--- src/rtl/core/gse_pkg.sv ---
`default_nettype none
package gse_pkg;

  typedef enum logic [1:0] {
    CMD_LOAD_POS    = 2'd0,
    CMD_LOAD_VEL    = 2'd1,
    CMD_LOAD_THRUST = 2'd2,
    CMD_BODY        = 2'd3
  } cmd_t;

  localparam logic [31:0] STEP_RESET = 32'd65536;
  localparam logic [63:0] MAXPOS = 64'h7FFF_FFFF_FFFF_FFFF;
  localparam logic [63:0] MINNEG = 64'h8000_0000_0000_0000;

  typedef struct packed {
    logic [1:0]  command;
    logic [63:0] coord_x;
    logic [63:0] coord_y;
    logic [63:0] coord_z;
    logic [63:0] magnitude;
    logic        is_barycenter;
    logic        last_body;
  } in_word_t;

  typedef struct packed {
    logic [63:0] pos_x;
    logic [63:0] pos_y;
    logic [63:0] pos_z;
    logic [63:0] vel_x;
    logic [63:0] vel_y;
    logic [63:0] vel_z;
  } out_word_t;

  // shift-add multiplier request/response
  typedef struct packed {
    logic         start;
    logic [63:0]  a;
    logic [63:0]  b;
  } mul_req_t;

  typedef struct packed {
    logic         done;
    logic [127:0] p;
  } mul_rsp_t;

  // restoring divider: 128-bit dividend by 64-bit divisor
  typedef struct packed {
    logic         start;
    logic [127:0] x;
    logic [63:0]  d;
  } div_req_t;

  typedef struct packed {
    logic         done;
    logic [127:0] q;
  } div_rsp_t;

  typedef enum logic [4:0] {
    ST_IDLE,
    ST_DIFF,
    ST_NORM,
    ST_SQ,
    ST_SQ_W,
    ST_SQRT,
    ST_GM,
    ST_GM_W,
    ST_DIV1,
    ST_DIV1_W,
    ST_DIV2,
    ST_DIV2_W,
    ST_ACC,
    ST_TH,
    ST_TH_W,
    ST_AV,
    ST_AV_W,
    ST_PV,
    ST_PV_W,
    ST_OUT
  } state_t;

  function automatic logic [63:0] sat_add(input logic [63:0] a, input logic [63:0] b);
    logic [63:0] s;
    s = a + b;
    if ((a[63] == b[63]) && (s[63] != a[63])) begin
      return a[63] ? MINNEG : MAXPOS;
    end
    return s;
  endfunction

  function automatic logic [63:0] from_mag(input logic neg, input logic [127:0] m);
    if (!neg) begin
      return ((|m[127:64]) || (m[63:0] > MAXPOS)) ? MAXPOS : m[63:0];
    end
    return ((|m[127:64]) || (m[63:0] > MINNEG)) ? MINNEG : (64'd0 - m[63:0]);
  endfunction

endpackage
`default_nettype wire

--- src/rtl/core/gse_div.sv ---
`default_nettype none
module gse_div import gse_pkg::*; (
  input  wire logic clk,
  input  wire logic rst_n,
  input  div_req_t  req,
  output div_rsp_t  rsp
);
  // restoring division, one quotient bit per cycle
  logic [127:0] q_r, q_nxt;
  logic [63:0]  rem_r, rem_nxt;
  logic [63:0]  d_r, d_nxt;
  logic [7:0]   cnt_r, cnt_nxt;
  logic         busy_r, busy_nxt;
  logic         done_r, done_nxt;
  logic [64:0]  trial;

  always_comb begin
    trial    = {rem_r, q_r[127]};
    q_nxt    = q_r;
    rem_nxt  = rem_r;
    d_nxt    = d_r;
    cnt_nxt  = cnt_r;
    busy_nxt = busy_r;
    done_nxt = 1'b0;
    if (req.start) begin
      q_nxt    = req.x;
      rem_nxt  = '0;
      d_nxt    = req.d;
      cnt_nxt  = '0;
      busy_nxt = 1'b1;
    end else if (busy_r) begin
      // dividend bits shift out of q while quotient bits shift in
      if (trial >= {1'b0, d_r}) begin
        rem_nxt = 64'(trial - {1'b0, d_r});
        q_nxt   = {q_r[126:0], 1'b1};
      end else begin
        rem_nxt = trial[63:0];
        q_nxt   = {q_r[126:0], 1'b0};
      end
      cnt_nxt = cnt_r + 8'd1;
      if (cnt_r == 8'd127) begin
        busy_nxt = 1'b0;
        done_nxt = 1'b1;
      end
    end
  end

  always_ff @(posedge clk) begin
    if (!rst_n) begin
      busy_r <= 1'b0;
      done_r <= 1'b0;
      cnt_r  <= '0;
    end else begin
      busy_r <= busy_nxt;
      done_r <= done_nxt;
      cnt_r  <= cnt_nxt;
    end
    q_r   <= q_nxt;
    rem_r <= rem_nxt;
    d_r   <= d_nxt;
  end

  assign rsp.done = done_r;
  assign rsp.q    = q_r;
endmodule
`default_nettype wire

--- config.mk ---
export PLATFORM = sky130hd
export DESIGN_NAME = gse_div
export DESIGN_NICKNAME = d
export VERILOG_FILES = /design/src/rtl/core/gse_pkg.sv /design/src/rtl/core/gse_div.sv
export SDC_FILE = /design/constraint.sdc
export NUM_CORES = 1
export LEC_CHECK = 0
export BUFFER_PORTS_ARGS = -buffer_cell sky130_fd_sc_hd__buf_4
export CAP_MARGIN = 20
export CORE_ASPECT_RATIO = 1.2
export CORE_MARGIN = 2
export CORE_UTILIZATION = 55
export CTS_CLUSTER_DIAMETER = 200
export DETAILED_ROUTE_END_ITERATION = 10
export PLACE_DENSITY = 0.81
export SLEW_MARGIN = 25
export SYNTH_ARGS = -nofsm -noshare
export SYNTH_HDL_FRONTEND = slang
export SYNTH_SLANG_ARGS = --single-unit
export TNS_END_PERCENT = 5
--- constraint.sdc ---
create_clock -name clk -period 10.1 [get_ports clk]
set_input_delay 1.01 -clock clk [delete_from_list [all_inputs] [get_ports clk]]
set_output_delay 1.01 -clock clk [all_outputs]
set_load 0.05 [all_outputs]
==> summary.txt <==
Clock tree
  • Number of setup buffers added after CTS: 0
  • Clk slew on worst S/H paths: 60 ps
  • CTS tree: built
  • Root buffer cell: clkbuf_16
  • CTS Buf Count: 28
  • H-tree depth: 1
  • Post-CTS Hold Buffers: 0
  • CTS Buffer Depth: 3
  • Clk_lat worst skew: 560 ps
  • Num Clock Sinks: 266
  • # resized after CTS: 0

Critical path
  • CP max FO: 69
  • Crit path kind: reg2reg
  • Critical path arrival: 5050 ps
  • Critical path capture point type: flip-flop
  • Worst endpoint required time: 10390 ps
  • Startpoint Class: flip-flop

Placement
  • Detailed placement HPWL: 29980 um
  • # port buffers: 323
  • Final GP Congestion: 0.9301

Pwr
  • Pwr/cell area: 174.3 nW/um^2
  • Worst IR Drop VDD: 0.0001769 V
  • PnR Total Power: 3.140 mW
  • Leakage power: 7.467 nW

Routing
  • Vias: 11610
  • TritonRoute pass-1 iters: 5
  • Mean routed wirelength per cell: 20.20 um
  • Final WL: 40350 um
  • Post-route ant nets: 0
  • Vias per inst: 5.814
  • DRC viols: 0
  • Initial DRC count: 688

Die
  • Die area: 27620 sq um
  • Die Y-Extent: 181.6 um
  • Core Area: 26110 sq um
  • # IOs: 324
  • Die width: 152.0 um
  • Std cell rows: 65
  • Initial Util: 55.40%

Timing
  • Tcrit/Tclk final: 47.16%
  • RSZ-0062 raised after global routing: no
  • Clock skew: 34.18 ps
  • Setup-failing EPs final: 0
  • FMAX: 210.0 MHz
  • Final hold vios: 0
  • Worst slew pin tran: 1000 ps
  • Setup TNS: 0 ps
  • Final max-slew violation count: 0
  • Shortest period the worst path allows: 4763 ps
  • Hold WS: 483.6 ps
  • Slew HR: 33.31%

Yosys
  • Top cells by area, synth: edfxtp_1, dfxtp_1, mux2_2, ha_1, a21oi_1
  • Top-count cell post-synth: edfxtp_1
  • Ys flop type: edfxtp_1
  • Warning count from the yosys run: 0
  • Yosys reg bits: 266
  • List of most frequent post-synthesis cells: edfxtp_1, mux2_2, nor2_1, a21oi_1, nand2_1
  • Post-synthesis sequential area ratio: 50.10%
  • Post-synth top area share: 39.86%
  • EDFF count, synth: 192
  • Post-Syn Instances: 1351
  • Synth async-reset ratio: 0%
  • Synth cell types: 68
  • Syn nets: 1612
  • Leading area contributor after synthesis: edfxtp_1
  • Post-Syn Area: 14460 sq um
  • Syn avg cell area: 10.71 sq um

Flow run
  • Total of max-cap violations: 0

Global route
  • First-pass GRT wire length: 62540 um
  • Tot GR Track Use: 28.07%
  • Largest net degree at the start of global routing: 165
  • Initial antenna violation count: 1
  • Vias in the first global route: 11860
  • Total grt overflow: 0

Layout
  • Reg area: 7248 sq um
  • Multi-input gate area: 6603 sq um
  • Final #Nets: 1900
  • Core Util, Final: 69.00%
  • Syn-to-layout area delta: 24.54%
  • Fill count: 1970
  • Share of cells above drive strength 1: 30.76%

Outcome
  • Outcome: complete, no violations

Hold path
  • Tightest Hold Check Type: reg2reg
-- through the flow --
| stage | instance area (sq um) | std cells | worst slack [ps] |
|---|---|---|---|
| 2_1_floorplan | 14460 | 1351 | 5822 |
| 3_3_place_gp | 17070 | 1943 | 5333 |
| 3_5_place_dp | 17070 | 1943 | 5175 |
| 4_1_cts | 17980 | 1995 | 5164 |
| 5_1_grt | 18010 | 1997 | 4990 |
| 6_report | 18010 | 1997 | 5337 |
-- routing by layer --
metal,vias up,share of wire (%),wire [um],track usage (%)
li1,5565,-,-,-
met1,5537,38,15360,32.07
met2,421,50,20060,49.55
met3,88,8.4,3384,8.234
met4,0,3.8,1542,10.95
met5,-,0,0,0
-- cell type report --
class	instances	share of cell area [%]
Inverter	83	1.743
Sequential cell	266	40.24
Multi-Input combinational cell	931	36.65
Antenna cell	1	0.01389
Clock buffer	43	4.543
Clock inverter	9	0.5487
Timing Repair Buffer	329	13.93
Tap cell	335	2.327
-- cell usage in the layout (no fill, tap or decap), types with 7 or more instances in the layout --
cell type,Yosys,layout
mux2i_1,13,13
o31ai_1,9,9
o21a_1,16,16
nand3_1,19,19
nor2_1,121,121
a211oi_1,40,40
o211ai_1,8,8
a31oi_1,7,7
nor3_1,13,13
xnor2_1,32,32
edfxtp_1,192,192
ha_1,65,65
xor2_1,30,30
a21oi_1,116,116
mux2_2,130,130
o21ai_0,64,64
a21boi_0,8,8
clkbuf_1,53,10
nand2b_1,9,9
inv_1,82,81
a21o_1,22,22
clkbuf_16,0,29
nand4_1,23,23
dfxtp_1,74,73
nor2b_1,7,7
nand2_1,88,88
o21bai_1,8,8
buf_4,3,326
-- sequential cells by signal, indices dropped and copies added, names as in the netlist --
signal and flops:
q_r 128, d_r 64, rem_r 64, cnt_r 8, busy_r 1, done_r 1
-- power breakdown --
group	internal, mW	total [mW]	switching [mW]	leakage, nW
clock network	0.607	1.03	0.427	0.445
logic	0.283	0.762	0.480	4.50
registers	1.28	1.34	0.0620	2.52
total	2.17	3.14	0.969	7.47
-- path summary, 6_finish.rpt --
check	from	endpoint	slack [ps]	depth (start not counted)
hold / removal	rem_r[18]	rem_r[18]	480	2
setup reg to reg	d_r[4]	q_r[0]	5340	13
hold reg to reg	rem_r[18]	rem_r[18]	480	2
setup / recovery	d_r[4]	q_r[0]	5340	13
-- worst max-delay path, cell delays in order, from the launching register on --
cell	delay, ps
edfxtp_1	320
inv_1	40
ha_1	340
a21o_1	210
a211o_1	270
o21ai_1	320
o211ai_1	220
a21oi_1	510
o21ai_2	180
a21boi_4	550
buf_16	230
buf_4	570
inv_2	350
mux2_2	350
-- logic make-up (layout without fill, tap and decap cells) --
kind of cell,after synthesis,in the layout,share of synthesized area (%)
compound gates,349,349,15.24
xor+xnor,62,62,3.754
fa+ha+maj,66,66,5.761
buf+inv,154,464,4.325
flops,266,266,50.10
mux,143,143,11.02
other cells,0,1,0
simple gates,311,311,9.792
(Power assumes the default switching activity.)
