--- config.mk ---
export PLATFORM = sky130hd
export DESIGN_NAME = gse_mul
export DESIGN_NICKNAME = d
export VERILOG_FILES = /design/src/rtl/core/gse_pkg.sv /design/src/rtl/core/gse_mul.sv
export SDC_FILE = /design/constraint.sdc
export NUM_CORES = 1
export LEC_CHECK = 0
export BUFFER_PORTS_ARGS = -buffer_cell sky130_fd_sc_hd__buf_2
export CORE_UTILIZATION = 30
export DETAILED_ROUTE_END_ITERATION = 16
export PLACE_DENSITY = 0.51
export SYNTH_ARGS = -nofsm -noshare
export SYNTH_HDL_FRONTEND = slang
export SYNTH_SLANG_ARGS = --single-unit
--- constraint.sdc ---
create_clock -name clk -period 6.3 [get_ports clk]
set_clock_uncertainty 0.05 [all_clocks]
set_input_delay 0.945 -clock clk [delete_from_list [all_inputs] [get_ports clk]]
set_output_delay 0.945 -clock clk [all_outputs]
set_load 0.02 [all_outputs]
--- src/rtl/core/gse_pkg.sv ---
`default_nettype none
package gse_pkg;

  typedef enum logic [1:0] {
    CMD_LOAD_POS    = 2'd0,
    CMD_LOAD_VEL    = 2'd1,
    CMD_LOAD_THRUST = 2'd2,
    CMD_BODY        = 2'd3
  } cmd_t;

  localparam logic [31:0] STEP_RESET = 32'd65536;
  localparam logic [63:0] MAXPOS = 64'h7FFF_FFFF_FFFF_FFFF;
  localparam logic [63:0] MINNEG = 64'h8000_0000_0000_0000;

  typedef struct packed {
    logic [1:0]  command;
    logic [63:0] coord_x;
    logic [63:0] coord_y;
    logic [63:0] coord_z;
    logic [63:0] magnitude;
    logic        is_barycenter;
    logic        last_body;
  } in_word_t;

  typedef struct packed {
    logic [63:0] pos_x;
    logic [63:0] pos_y;
    logic [63:0] pos_z;
    logic [63:0] vel_x;
    logic [63:0] vel_y;
    logic [63:0] vel_z;
  } out_word_t;

  // shift-add multiplier request/response
  typedef struct packed {
    logic         start;
    logic [63:0]  a;
    logic [63:0]  b;
  } mul_req_t;

  typedef struct packed {
    logic         done;
    logic [127:0] p;
  } mul_rsp_t;

  // restoring divider: 128-bit dividend by 64-bit divisor
  typedef struct packed {
    logic         start;
    logic [127:0] x;
    logic [63:0]  d;
  } div_req_t;

  typedef struct packed {
    logic         done;
    logic [127:0] q;
  } div_rsp_t;

  typedef enum logic [4:0] {
    ST_IDLE,
    ST_DIFF,
    ST_NORM,
    ST_SQ,
    ST_SQ_W,
    ST_SQRT,
    ST_GM,
    ST_GM_W,
    ST_DIV1,
    ST_DIV1_W,
    ST_DIV2,
    ST_DIV2_W,
    ST_ACC,
    ST_TH,
    ST_TH_W,
    ST_AV,
    ST_AV_W,
    ST_PV,
    ST_PV_W,
    ST_OUT
  } state_t;

  function automatic logic [63:0] sat_add(input logic [63:0] a, input logic [63:0] b);
    logic [63:0] s;
    s = a + b;
    if ((a[63] == b[63]) && (s[63] != a[63])) begin
      return a[63] ? MINNEG : MAXPOS;
    end
    return s;
  endfunction

  function automatic logic [63:0] from_mag(input logic neg, input logic [127:0] m);
    if (!neg) begin
      return ((|m[127:64]) || (m[63:0] > MAXPOS)) ? MAXPOS : m[63:0];
    end
    return ((|m[127:64]) || (m[63:0] > MINNEG)) ? MINNEG : (64'd0 - m[63:0]);
  endfunction

endpackage
`default_nettype wire

--- src/rtl/core/gse_mul.sv ---
`default_nettype none
module gse_mul import gse_pkg::*; (
  input  wire logic clk,
  input  wire logic rst_n,
  input  mul_req_t  req,
  output mul_rsp_t  rsp
);
  // two bits of the multiplier per cycle
  logic [127:0] acc_r, acc_nxt;
  logic [127:0] mcand_r, mcand_nxt;
  logic [63:0]  mplier_r, mplier_nxt;
  logic [5:0]   cnt_r, cnt_nxt;
  logic         busy_r, busy_nxt;
  logic         done_r, done_nxt;
  logic [127:0] pp;

  always_comb begin
    pp = (mplier_r[0] ? mcand_r : 128'd0) + (mplier_r[1] ? {mcand_r[126:0], 1'b0} : 128'd0);
    acc_nxt    = acc_r;
    mcand_nxt  = mcand_r;
    mplier_nxt = mplier_r;
    cnt_nxt    = cnt_r;
    busy_nxt   = busy_r;
    done_nxt   = 1'b0;
    if (req.start) begin
      acc_nxt    = '0;
      mcand_nxt  = {64'd0, req.a};
      mplier_nxt = req.b;
      cnt_nxt    = '0;
      busy_nxt   = 1'b1;
    end else if (busy_r) begin
      acc_nxt    = acc_r + pp;
      mcand_nxt  = {mcand_r[125:0], 2'b00};
      mplier_nxt = {2'b00, mplier_r[63:2]};
      cnt_nxt    = cnt_r + 6'd1;
      if (cnt_r == 6'd31) begin
        busy_nxt = 1'b0;
        done_nxt = 1'b1;
      end
    end
  end

  always_ff @(posedge clk) begin
    if (!rst_n) begin
      busy_r <= 1'b0;
      done_r <= 1'b0;
      cnt_r  <= '0;
    end else begin
      busy_r <= busy_nxt;
      done_r <= done_nxt;
      cnt_r  <= cnt_nxt;
    end
    acc_r    <= acc_nxt;
    mcand_r  <= mcand_nxt;
    mplier_r <= mplier_nxt;
  end

  assign rsp.done = done_r;
  assign rsp.p    = acc_r;
endmodule
`default_nettype wire

==> flow_metrics.tcl, run 1 <==
set metrics [dict create \
    status "finished clean" \
    ir_worst_vdd_v 0.000175 \
    setup_viol 0 \
    vias 20100 \
    start_util_pct 30.2 \
    area_growth_pct 14.9 \
    synthDistinctLibCells 76 \
    yosysTopAreaCellShare_pct 16.2 \
    via_per_inst 5.10 \
    synthFlopType "dfxtp_1" \
    drive_gt1_share_pct 17.4 \
    insertion_delay_ps 600 \
    synth_cells 2691 \
    track_usage_pct 18.4 \
    rsz0062_at_grt "no" \
    critical_path.max_fanout 19 \
    row_count 105 \
    grt_pass1_wl_mm 120 \
    fmax_ghz 0.183 \
    cts.path.max_buffers 3 \
    drtPass1Iterations 5 \
    first_global_vias 20200 \
    path_cells "nand2_1 > fa_1 > inv_1 > ha_1 > fa_1 > a21o_1 > a221oi_1 > o21ai_2 > a21oi_1 > o21ai_0 > a21oi_1 > o211ai_2 > a31oi_2 > o21ai_0 > xnor2_1 > o21ai_0" \
    hp-start "mcand_r[127]$_SDFFE_PP0P_" \
    maxSlewViolCount 0 \
    cp_data_arrival_time_ps 5860 \
    drc 0 \
    nets 3233 \
    chipWidth_um 289 \
    grt_start_max_net_pins 165 \
    slew-limit-headroom_pct 32.0 \
    r2r-end "acc_r[117]$_SDFFE_PP0P_" \
    ff2ff_path_depth 16 \
    die-area_um2 83800 \
    place_area_um2 27000 \
    drt-wirelength-per-cell_um 19.6 \
    cp_num_buf_inv 1 \
    avgSynthCellArea_um2 9.21 \
    cts_buffers 43 \
    critPathTopFamily "compound AO/OA/AOI/OAI gates" \
    fillers 8656 \
    clkSinkCount 328 \
    p_per_area_nw_per_um2 276 \
    startpoint_type "flip-flop" \
    finalSetupTns_ps 0 \
    syn_nets 3077 \
    cp_common_cell "o21ai_0" \
    postRouteAntennaNets 0 \
    ys_seq_area_share_pct 31.7 \
    hold_viol_final 0 \
    cts_tree "done" \
    cts_hold_buf 0 \
    r2r_setup_slack_ps 820 \
    crit_type "flip-flop to flip-flop" \
    cp_slowest_stage_delay_ps 700 \
    max-cap-violations 0 \
    dpl.hpwl_mm 58.5 \
    ys_top_cells_by_area "dfxtp_1 (16%), edfxtp_1 (16%), fa_1 (10%), and2_1 (6.6%), ha_1 (6.5%)" \
    core_area_um2 82000 \
    die_h_um 289 \
    yosysMostFrequentCell "and2_1" \
    period_minus_slack_ps 5480 \
    ys_ff_latch 328 \
    end_kind "flip-flop" \
    ys_warn_count 0 \
    cts-resized-gates 0 \
    synthTopCellsByCount "and2_1 (261), nor2_1 (249), a21oi_1 (214)" \
    grt-ovfl-total 0 \
    syn_area_um2 24800 \
    dr.first_iter.drc_count 1255 \
    antenna_found_initial 1 \
    portBuffers 259 \
    clockRootBuffer "clkbuf_16" \
    min_to "mcand_r[127]$_SDFFE_PP0P_" \
    utilization_pct 34.8 \
    synth_edf_count 128 \
    routed_wl_mm 77.4 \
    htreeDepth 2 \
    synth_top_area_cell "dfxtp_1" \
    slowest_stage "edfxtp_1" \
    tightest_slew_ps 1020 \
    clkSlewWorstSetupHoldPaths_ps 60 \
    min_path_type "flip-flop to flip-flop" \
    io_pins 260 \
    critPathRequiredTime_ps 6680 \
    cts_setup_buffers 0 \
    hold_depth 2 \
    design_area_um2 28500 \
    fin_crit_sh_pct 86.9 \
    place_congestion 0.966 \
    r2r_start "mplier_r[0]$_DFFE_PP_" \
    synth-async-reset-ratio_pct 0 \
    p_leak_uw 0.0121 \
    whs_ps 444 \
]
metal layers:
| metal | track usage, % | routed length (um) |
|---|---|---|
| met3 | 3.32 | 4260 |
| met2 | 28.6 | 34200 |
| met5 | 0 | 0 |
| met1 | 26.0 | 37100 |
| met4 | 4.79 | 1810 |
how the worst max path moves through the flow:
| stage | cells after the start | endpoint | slack [ps] | startpoint |
|---|---|---|---|---|
| after global placement | 17 | acc_r[127]$_SDFFE_PP0P_ | 800 | mplier_r[0]$_DFFE_PP_ |
| final | 16 | acc_r[117]$_SDFFE_PP0P_ | 820 | mplier_r[0]$_DFFE_PP_ |
| after global routing | 16 | acc_r[117]$_SDFFE_PP0P_ | 410 | mplier_r[0]$_DFFE_PP_ |
| after CTS | 16 | acc_r[117]$_SDFFE_PP0P_ | 740 | mplier_r[0]$_DFFE_PP_ |
| after floorplan | 5 | mcand_r[0]$_SDFFCE_PN0P_ | 1580 | req[128] |
| after detailed placement | 16 | acc_r[117]$_SDFFE_PP0P_ | 780 | mplier_r[0]$_DFFE_PP_ |
placed cells by master (no fill, tap or decap), drive strengths merged, types with 8 or more instances in the layout:
master,netlist,final
buf,27,277
and2,261,261
nor2,249,249
a21oi,215,215
nand2,203,203
dfxtp,200,200
o21ai,153,153
ha,128,128
edfxtp,128,128
fa,127,127
mux2,125,125
mux2i,114,114
nand4,77,77
xnor2,64,64
inv,53,57
a21o,53,53
clkbuf,139,51
xor2,48,48
o21bai,47,47
nor3,32,32
nand3,26,26
o21a,25,25
a31oi,22,22
clkinv,1,16
o31ai,13,13
a211oi,13,13
and3,12,12
or3,12,12
o211ai,12,12
a21boi,8,8
nor4,8,8
or2,8,8
sequential cells by signal, summed over array words and instances, names as in the netlist:
register and count:
cnt_r 6, acc_r 128, mplier_r 64, done_r 1, busy_r 1, mcand_r 128
kinds of logic (layout without fill, tap and decap cells):
group | count (synthesis) | after routing | synth area share (%)
other cells | 0 | 1 | 0
compound gates | 617 | 617 | 15.3
xor+xnor | 112 | 112 | 3.96
buf+inv | 220 | 410 | 3.41
flops | 328 | 328 | 31.7
simple gates | 920 | 920 | 18.6
mux | 239 | 239 | 10.3
fa+ha+maj | 255 | 255 | 16.7
worst register-to-register path: cells and delay by family (launching register included):
kind,cells,cell delay (ps)
buf+inv,1,40
fa+ha+maj,3,1150
flops,1,700
compound gates,10,3050
simple gates,1,150
xor+xnor,1,170
power by group:
group,total [uW],internal (uW),leakage [uW],switching [uW]
clock,2680,1590,0.000737,1080
combinational,2550,959,0.00848,1590
sequential,2630,2420,0.00291,211
total,7850,4970,0.0121,2880
per-stage QoR:
stage,instances,setup WS (ps),power (uW)
finish,3952,823,7850
global route,3951,413,8310
CTS,3951,735,7940
detailed placement,3872,783,5200
global placement,3872,797,5220
floorplan,2691,1580,4440
cell type report:
type / count / area, um2 / area share, %
Clock inverter: 28 / 365 / 1.28
Multi-Input combinational cell: 2143 / 16100 / 56.5
Sequential cell: 328 / 7850 / 27.6
Tap cell: 1070 / 1340 / 4.70
Timing Repair Buffer: 277 / 1480 / 5.19
Inverter: 54 / 208 / 0.729
Clock buffer: 51 / 1140 / 3.99
Antenna cell: 1 / 2.50 / 0.00878
Note: power is estimated with default switching activity, not from simulation.
==> run 2, diff against run 1 <==
CORE_ASPECT_RATIO = 1.1   (was not set)
==> run 2 against run 1 <==
Effect of this change:
- design area fell by 0.68%
- fmax fell by 0.37%
- count of clock-buffer cells in the layout rose by 4
- sequential share of layout area rose by 0.19 points
- critical path depth fell by 1
- register-to-register slack got worse by 20 ps
- power fell by 2.8%
- worst hold slack got worse by 8.4 ps
- clock power fell by 8.2%
- critical path type unchanged
- largest power group is now registers
- highest routed layer unchanged
==> flow_metrics.tcl, run 2 (synthesized netlist as in run 1, its figures left out) <==
set metrics [dict create \
    status "finished clean" \
    routed_wl_mm 77.3 \
    chipWidth_um 276 \
    start_util_pct 30.3 \
    critPathRequiredTime_ps 6750 \
    min_path_type "flip-flop to flip-flop" \
    tightest_slew_ps 988 \
    drc 0 \
    clkSlewWorstSetupHoldPaths_ps 60 \
    row_count 110 \
    grt_pass1_wl_mm 120 \
    portBuffers 259 \
    grt-ovfl-total 0 \
    cts_setup_buffers 0 \
    postRouteAntennaNets 0 \
    dr.first_iter.drc_count 1034 \
    first_global_vias 20200 \
    io_pins 260 \
    utilization_pct 34.6 \
    setup_viol 0 \
    hold_viol_final 0 \
    slew-limit-headroom_pct 34.2 \
    n_antenna_cell 0 \
    max-cap-violations 0 \
    vias 20000 \
    period_minus_slack_ps 5500 \
    via_per_inst 5.09 \
    fin_crit_sh_pct 87.3 \
    core_area_um2 81800 \
    p_per_area_nw_per_um2 270 \
    layout_commonest_cell "and2_1" \
    rsz0062_at_grt "no" \
    startpoint_type "flip-flop" \
    place_congestion 0.891 \
    fin_cells 3937 \
    dpl.hpwl_mm 59.2 \
    top_regs "acc_r: 128 flops, mcand_r: 128 flops, mplier_r: 64 flops" \
    cts-resized-gates 0 \
    antenna_found_initial 0 \
    whs_ps 436 \
    drtPass1Iterations 5 \
    finalSetupTns_ps 0 \
    die_h_um 303 \
    clockRootBuffer "clkbuf_16" \
    drive_gt1_share_pct 16.9 \
    cts_tree "done" \
    cts_hold_buf 0 \
    place_inst 3862 \
    end_kind "flip-flop" \
    area_growth_pct 14.2 \
    p_leak_uw 0.0120 \
    die-area_um2 83800 \
    insertion_delay_ps 600 \
    nets 3227 \
    drt-wirelength-per-cell_um 19.6 \
    cp_data_arrival_time_ps 5940 \
    crit_type "flip-flop to flip-flop" \
    most-common-layout-cells "and2_1 (261), buf_2 (258), nor2_1 (247)" \
    htreeDepth 2 \
    cts.path.max_buffers 3 \
    grt_start_max_net_pins 129 \
    clkSinkCount 328 \
    ir_worst_vdd_v 0.000172 \
    cts_buffers 41 \
    track_usage_pct 18.1 \
    fmax_ghz 0.182 \
    critical_path.max_fanout 83 \
    maxSlewViolCount 0 \
]
[run 2: changes by cell type in the layout (fill, tap and decap cells not counted), moves of 2 or more]
cell       delta
clkbuf_1      +7
clkinv_2      -4
clkbuf_16     -2
clkinv_1      +2
bufinv_16     -2
inv_6         -2
buf_12        -2
buf_4         -2
clkinv_4      -3
[run 2: critical path, stage by stage, from the launching register on]
cell      delay (ps)
edfxtp_1         400
buf_4            620
and2_1           270
fa_1             450
ha_1             420
a21oi_1          220
o21bai_1         120
a221o_1          400
a221oi_1         310
o31ai_1          170
nand3b_1         340
a211oi_1         600
nor2_1           190
a21o_1           250
a2111o_1         420
o221ai_1          70
[run 2: area by class of cell]
| cell class | count | area [um2] |
|---|---|---|
| Fill cell | 8589 | 53500 |
| Clock inverter | 20 | 275 |
| Clock buffer | 55 | 1100 |
| Multi-Input combinational cell | 2143 | 16100 |
| Sequential cell | 328 | 7850 |
| Timing Repair Buffer | 273 | 1420 |
| Tap cell | 1064 | 1330 |
| Inverter | 54 | 208 |
[run 2: where the power goes]
part           leakage [uW]  total [uW]  switching, uW  internal (uW)
Combinational       0.00845        2570           1620            956
Sequential          0.00291        2600            181           2420
Clock              0.000660        2460           1020           1440
[run 2: path summary, 6_finish.rpt]
path / startpoint / endpoint / slack (ps) / cells past startpoint
worst min-delay path: cnt_r[5]$_SDFFE_PP0P_ / done_r$_SDFF_PP0_ / 440 / 1
worst max register to register: mplier_r[0]$_DFFE_PP_ / acc_r[124]$_SDFFE_PP0P_ / 800 / 15
worst max-delay path: mplier_r[0]$_DFFE_PP_ / acc_r[124]$_SDFFE_PP0P_ / 800 / 15
worst min register to register: cnt_r[5]$_SDFFE_PP0P_ / done_r$_SDFF_PP0_ / 440 / 1
[run 2: metal layers]
layer	vias up	track usage [%]	part of all wire (%)	wire length, um
met2	345	31.7	49	37800
met1	9750	23.5	45	35100
met4	0	4.20	1.7	1310
met3	74	2.72	4.1	3130
li1	9863	-	-	-
met5	-	0	0	0
[run 2: metrics by stage]
| stage | setup slack, ps | instance area, um2 | power, uW |
|---|---|---|---|
| floorplan | 1580 | 24800 | 4440 |
| global route | 497 | 28300 | 8100 |
| CTS | 872 | 28300 | 7740 |
| global placement | 1050 | 26900 | 5230 |
| finish | 803 | 28300 | 7630 |
| detailed placement | 904 | 26900 | 5210 |
==> run 3, diff against run 2 <==
CORE_MARGIN = 3   (was not set)
==> run 3 against run 2 <==
Effect of this change:
- critical path depth unchanged
- register-to-register slack better by 330 ps
- global-route usage fell by 0.11 points
- critical path type unchanged
- highest routed layer unchanged
==> flow_metrics.tcl, run 3 (synthesized netlist as in run 1, its figures left out) <==
set metrics [dict create \
    status "finished clean" \
    fmax_ghz 0.193 \
    slew-limit-headroom_pct 29.1 \
    min_path_type "flip-flop to flip-flop" \
    io_pins 260 \
    crit_type "flip-flop to flip-flop" \
    cts_buffers 43 \
    maxSlewViolCount 0 \
    p_leak_uw 0.0120 \
    cts_setup_buffers 0 \
    place_congestion 0.884 \
    track_usage_pct 18.0 \
    portBuffers 259 \
    core_area_um2 81100 \
    dpl.hpwl_mm 59.4 \
    clkSinkCount 328 \
    cts_tree "done" \
    slowest_stage "edfxtp_1" \
    postRouteAntennaNets 0 \
    drive_gt1_share_pct 17.1 \
    grt-ovfl-total 0 \
    cts_hold_buf 0 \
    drc 0 \
    clkSlewWorstSetupHoldPaths_ps 60 \
    critical_path.max_fanout 84 \
    cts.path.max_buffers 3 \
    routed_wl_mm 78.3 \
    clockRootBuffer "clkbuf_16" \
    n_antenna_cell 0 \
    r2r_setup_slack_ps 1130 \
    dr.first_iter.drc_count 1053 \
    ff2ff_path_depth 15 \
    area_growth_pct 14.3 \
    insertion_delay_ps 600 \
    end_kind "flip-flop" \
    top_regs "acc_r: 128 flops, mcand_r: 128 flops, mplier_r: 64 flops" \
    critPathRequiredTime_ps 6720 \
    p_per_area_nw_per_um2 270 \
    seq_power_share_pct 34.0 \
    fin_cells 3932 \
    hold_depth 1 \
    finalSetupTns_ps 0 \
    tightest_slew_ps 1060 \
    fillers 8502 \
    via_per_inst 5.14 \
    grt_start_max_net_pins 168 \
    place_inst 3852 \
    rsz0062_at_grt "no" \
    cp_data_arrival_time_ps 5590 \
    nets 3229 \
    cp_slowest_stage_delay_ps 490 \
    antenna_found_initial 0 \
    chipWidth_um 280 \
    htreeDepth 2 \
    die_h_um 307 \
    period_minus_slack_ps 5170 \
    hold_viol_final 0 \
    setup_viol 0 \
    vias 20200 \
    worst_slack_ps 1130 \
    first_global_vias 20600 \
    die-area_um2 86100 \
    drt-wirelength-per-cell_um 19.9 \
    clkPwrFrac_pct 32.3 \
    drtPass1Iterations 5 \
    p_switching_uw 2860 \
    row_count 109 \
    ir_worst_vdd_v 0.000188 \
    pwr-share-comb_pct 33.7 \
    fin_crit_sh_pct 82.1 \
    cts-resized-gates 0 \
    startpoint_type "flip-flop" \
    grt_pass1_wl_mm 123 \
    intPower_uw 4790 \
    start_util_pct 30.5 \
    path_cells "buf_12 > and2_1 > fa_1 > ha_1 > nand2_1 > nor3_1 > nand2_1 > o311ai_0 > nand3_1 > o211ai_1 > a41oi_1 > o2111ai_1 > o211ai_1 > mux2i_1 > mux2_2" \
    layout_commonest_cell "and2_1" \
    max-cap-violations 0 \
    most-common-layout-cells "and2_1 (261), buf_2 (258), nor2_1 (247)" \
    pre_cts_slack_ps 1180 \
    switching_share_pct 37.4 \
]
[run 3: power by group through the flow]
stage                     logic, uW  registers (uW)  clock network (uW)
final                          2580            2600                2470
after global routing           2870            2640                2640
after CTS                      2590            2610                2560
after detailed placement       2560            2650                   0
after global placement         2580            2650                   0
after floorplan                1740            2700                   0
[run 3: metrics by stage]
step | total power, uW | utilization (%) | cell area, um2 | hold WS, ps
floorplan | 4440 | - | 24800 | 380
detailed placement | 5220 | 33.2 | 26900 | 411
CTS | 7750 | 34.9 | 28300 | 437
global placement | 5240 | 33.2 | 26900 | 427
global route | 8140 | 34.9 | 28300 | 465
finish | 7640 | 34.9 | 28300 | 431
[run 3: area by class of cell]
type                    instances  area (um2)  area share (%)
multi-input cells            2143       16100            56.9
flip-flops and latches        328        7850            27.7
repair buffers                273        1450            5.12
well taps                    1054        1320            4.66
clock buffers                  53        1130            4.00
clock inverters                27         256           0.906
inverters                      54         208           0.733
[run 3: worst max-delay path, delay by kind of cell, from the launching register on]
| family | cells | cell delay, ps |
|---|---|---|
| buffers and inverters | 1 | 310 |
| and+or+nand+nor | 5 | 1150 |
| muxes | 2 | 520 |
| AOI/OAI and AO/OA | 5 | 1510 |
| DFF | 1 | 490 |
| adders and majority gates | 2 | 870 |
[run 3: final timing paths]
path / startpoint / to
max: mplier_r[1]$_DFFE_PP_ / acc_r[127]$_SDFFE_PP0P_
min: cnt_r[5]$_SDFFE_PP0P_ / done_r$_SDFF_PP0_
max reg2reg: mplier_r[1]$_DFFE_PP_ / acc_r[127]$_SDFFE_PP0P_
min reg2reg: cnt_r[5]$_SDFFE_PP0P_ / done_r$_SDFF_PP0_
[run 3: routing by layer]
layer	track usage (%)	vias to the layer above	wire length (um)	part of all wire, %
met1	23.8	9814	35500	45
met2	30.0	418	36900	47
met3	3.43	109	3770	4.8
li1	-	9871	-	-
met5	0	-	0	0
met4	4.89	0	2140	2.7
